File: src/assert_macros.svh
// Assertion helpers used by the compressor RTL.
`ifndef ASSERT_MACROS_SVH
`define ASSERT_MACROS_SVH

// Property that must hold at every clock edge outside reset.
`define AST_ALWAYS(lbl, expr, msg) \
  lbl: assert property (@(posedge clk) disable iff (!rst_n) (expr)) else $error(msg);

// When ante holds, cons must hold in the following cycle.
`define AST_NEXT(lbl, ante, cons, msg) \
  lbl: assert property (@(posedge clk) disable iff (!rst_n) (ante) |=> (cons)) else $error(msg);

`endif

File: src/lzwdh_ram.sv
`timescale 1ns / 1ps
module lzwdh_ram #(
  parameter int WIDTH = 8,
  parameter int DEPTH = 256
) (
  input  logic                     clk,
  input  logic                     we,
  input  logic [$clog2(DEPTH)-1:0] waddr,
  input  logic [WIDTH-1:0]         wdata,
  input  logic [$clog2(DEPTH)-1:0] raddr,
  output logic [WIDTH-1:0]         rdata
);
  logic [WIDTH-1:0] mem [DEPTH];

  // One write port, one registered read port.
  always_ff @(posedge clk) begin
    if (we) begin
      mem[waddr] <= wdata;
    end
    rdata <= mem[raddr];
  end
endmodule

File: config.mk
export PLATFORM = sky130hd
export DESIGN_NAME = lzwdh_ram
export DESIGN_NICKNAME = d
export VERILOG_FILES = /design/src/assert_macros.svh /design/src/lzwdh_ram.sv
export SDC_FILE = /design/constraint.sdc
export NUM_CORES = 2
export LEC_CHECK = 0
export ABC_AREA = 1
export BUFFER_PORTS_ARGS = -buffer_cell sky130_fd_sc_hd__buf_4
export CORE_MARGIN = 4
export CORE_UTILIZATION = 45
export DETAILED_ROUTE_END_ITERATION = 16
export PLACE_DENSITY = 0.57
export SLEW_MARGIN = 20
export SYNTH_ARGS = -nofsm -noshare
export SYNTH_HDL_FRONTEND = slang
export SYNTH_SLANG_ARGS = --single-unit
export TNS_END_PERCENT = 100
File: constraint.sdc
create_clock -name clk -period 1.9 [get_ports clk]
set_clock_uncertainty 0.05 [all_clocks]
set_input_delay 0.095 -clock clk [delete_from_list [all_inputs] [get_ports clk]]
set_output_delay 0.095 -clock clk [all_outputs]
set_load 0.01 [all_outputs]
# Word level (Yosys, flattened, before mapping)
# Memory sizes are Yosys's and may differ from the RTL's. A register that Yosys moved wholly into a read port is not among the register bits.
# Cells that the tools add are included.
word_totals:
  n_memories: 1
  inputBits: 26
  ram_bits: 2048
  wordCells: 3
  ff_bits: 0
  out_inout_bits: 8
classes:
  muxes: 2
mem_list:
  columns: ["memory", "words", "word_bits", "read_ports", "rd_ports_with_merged_regs", "write_ports", "line_no", "rtl"]
  rows:
  - ["mem", 256, 8, 1, 1, 1, "lzwdh_ram.sv:13", "logic [WIDTH-1:0] mem [DEPTH];"]
op_table:
  columns: ["operator", "count"]
  rows:
  - ["$mux W1", 2]

# Longest topological paths before layout
depth:
  word_depth: 2
  mapped_depth: 15
  depth_no_buf: 11

# Worst setup path after synthesis
# OpenSTA, ideal clock, no wires.
synth_timing:
  path_kind: "input-to-reg"
  startpoint: "input we"
  endpoint: "memory mem[162][0], enable pin"
  cell_stages: 4
  required_ns: 1.480
  path_buffers: 2
  setup_ns: 0.370
  arrival_ns: 1.216
  slack_ns: 0.264
  path_cell_list: "clkbuf_1 > nand3_1 > clkbuf_1 > nor2_1"
synth_between:
  elab_chain_cells: 2
synth_lines:
  columns: ["item", "line_no", "rtl"]
  rows:
  - ["start, declared", "lzwdh_ram.sv:7", "input logic we,"]
  - ["$mux W1", "lzwdh_ram.sv:17", "if (we) begin"]
  - ["$mux W1 (not written as such)", "lzwdh_ram.sv:18", "mem[waddr] <= wdata;"]
  - ["end, declared", "lzwdh_ram.sv:13", null]
# No other way between the ends.

==> flow_metrics.py <==
metrics = {
    "hold_path": {
        "worstHoldPathType": "input pin to flop",
    },
    "finish": {
        "final_cell_mix": "nand2_1, edfxtp_1, nand3_1",
        "drive_above_1_share_pct": 13.99,
        "finalNetCount": 7536,
        "syn_to_final_growth_pct": 18.37,
        "final_cell_area_um2": 98720,
        "final_common_cell": "nand2_1",
    },
    "synth": {
        "synth-seq-cells": 2056,
        "yosysTopAreaCell": "edfxtp_1",
        "synth_area_um2": 83400,
        "synth_cells": 7003,
        "syn_avg_cell_area_um2": 11.91,
        "synth_area_leaders": "edfxtp_1, nand3_1, nand2_1, buf_2, nor2_1",
        "synth_seq_area_share_pct": 73.94,
        "syn_nets": 7029,
        "synth_warnings": 0,
        "synth_cell_types": 14,
        "synth.top_cell.area_share_pct": 73.74,
    },
    "critical_path": {
        "r2r_slack_ns": 0.02,
        "endpoint_kind": "flop",
        "required_ns": 2.59,
        "cp_max_fo": 1,
        "arrival_ns": 2.57,
        "crit_top_cell": "nand3_1",
        "criticalPathCategory": "flop to flop",
        "cp-start-kind": "flop",
        "crit_slowest_cell": "edfxtp_1",
        "critical_path.max_stage_delay_ns": 0.36,
        "path_cells": "nand2_1, nand3_1, nand3_1, nand3_1, nand3_1, nand3_1, nand3_1, nand2_1, nand2_1, nand2_1",
    },
    "clock_tree": {
        "cts_buffers": 213,
        "root_buffer": "clkbuf_16",
        "cts.sink_count": 2056,
        "clk_latency_ns": 0.86,
        "cts_tree": "yes",
        "clk_pin_slew_ns": 0.06,
        "clockBufferDepth": 3,
        "htreeDepth": 4,
    },
    "route": {
        "num_vias": 56555,
        "dr.pass1.iters": 6,
        "remaining_drc_errors": 0,
        "drt_iter0_markers": 6798,
        "drtAntennaViolNets": 0,
        "routed_wl_mm": 244.9,
        "wl_per_cell_um": 24.12,
        "via_per_inst": 5.569,
    },
    "die": {
        "num_rows": 157,
        "dieArea_um2": 192300,
        "die_h_um": 438.5,
        "coreArea_um2": 183700,
        "fp.dieW_um": 438.5,
        "ios": 34,
        "start_util_pct": 45.41,
    },
    "power_and_ir_drop": {
        "p_leak_nw": 35.51,
        "pwr_density_cell_nw_per_um2": 983.8,
        "vdd_drop_max_v": 0.0007107,
        "report.power.total_w": 0.09712,
    },
    "timing": {
        "maxSlewHeadroom_pct": 56.90,
        "period_needed_ns": 1.878,
        "finalSetupViolations": 0,
        "rsz0062_at_grt": "true",
        "fin_crit_sh_pct": 98.83,
        "hold_viol": 0,
        "timing.final.max_slew_violations": 0,
        "finalSetupTns_ns": 0,
        "fmax_mhz": 532.6,
        "worst_pin_slew_ns": 0.6457,
    },
    "global_routing": {
        "grt_pass1_vias": 54872,
        "antenna_found_initial": 7,
        "grt_overflow": 0,
        "grt_util_all_layers_pct": 25.30,
        "grt_max_degree": 70,
        "grt_pass1_wl_mm": 361.7,
    },
    "flow_run": {
        "max_cap_viol_count": 0,
    },
    "run_status": {
        "status": "completed",
    },
    "place": {
        "place_hpwl_mm": 154.4,
        "gp_congestion": 0.8767,
        "io_buffer_count": 33,
        "postPlaceCellArea_um2": 91720,
    },
}
[area by class of cell]
cell class | instances | area [um2]
Antenna cell | 1 | 2.502
Clock buffer | 268 | 5608
Clock inverter | 127 | 1111
Fill cell | 15389 | 84950
Inverter | 39 | 180.2
Multi-Input combinational cell | 4425 | 19220
Sequential cell | 2056 | 61660
Tap cell | 2464 | 3083
Timing Repair Buffer | 775 | 7853
[critical path: cells and delay by family, from the launching register on]
kind,cells,cell delay (ns)
simple gates,10,1.36
flops,1,0.36
[synth_stat cells]
cell type  number
buf_1          40
buf_2         268
buf_4          46
buf_6          16
buf_8           1
clkbuf_1      112
dfxtp_1         8
edfxtp_1     2048
inv_1          36
inv_2           2
inv_4           1
nand2_1      2123
nand3_1      2019
nor2_1        283
[report_power, final]
group	leakage (nW)	switching [W]	internal [W]
Clock	3.28	0.0175	0.0228
Sequential	18.5	0.0000582	0.0500
Combinational	13.8	0.00468	0.00211
Total	35.5	0.0222	0.0749
[cells by family (layout without fill, tap and decap cells)]
| kind of cell | Yosys count | after routing | synth area share, % |
|---|---|---|---|
| flops | 2056 | 2056 | 73.94 |
| other cells | 0 | 1 | 0 |
| buf+inv | 522 | 1209 | 3.119 |
| simple gates | 4425 | 4425 | 22.95 |
[routing by layer]
| metal | vias up | routed length, um | GRT usage [%] | part of all wire [%] |
|---|---|---|---|---|
| met2 | 2304 | 114900 | 40.35 | 47 |
| met5 | - | 27 | 0 | 0.011 |
| met4 | 4 | 9836 | 10.00 | 4.0 |
| met3 | 464 | 19220 | 3.991 | 7.8 |
| met1 | 27866 | 101000 | 35.01 | 41 |
| li1 | 25917 | - | - | - |
[through the flow]
stage	std cells	util (%)	hold WS, ns	worst slack (ns)
floorplan	7003	-	0.1439	0.2635
global placement	9739	49.94	0.3871	-0.7228
detailed placement	9739	49.94	0.3818	-0.7402
CTS	10154	53.71	0.003256	0.001207
global route	10154	53.75	0.08774	-0.03503
finish	10155	53.75	0.08169	0.02228
[sequential cells by signal, summed over array words and instances (netlist names)]
| signal | cells |
|---|---|
| rdata | 8 |
| mem | 2048 |
[final timing paths]
check                                    to  startpoint  cells after the start
worst max-delay path               rdata[3]  mem[17][3]                     10
worst min-delay path            mem[160][7]    waddr[3]                      7
worst max register to register     rdata[3]  mem[17][3]                     10
worst min register to register     rdata[1]  mem[10][1]                     10
[what timing repair did]
item,CTS,global route
cloned,0,0
setup buffers,0,0
gates resized for setup,4,15
hold endpoints to repair,2096,0
endpoints found under the setup margin,3,135
hold buffers,20,0
No activity file was read; power rests on OpenSTA's default activity.
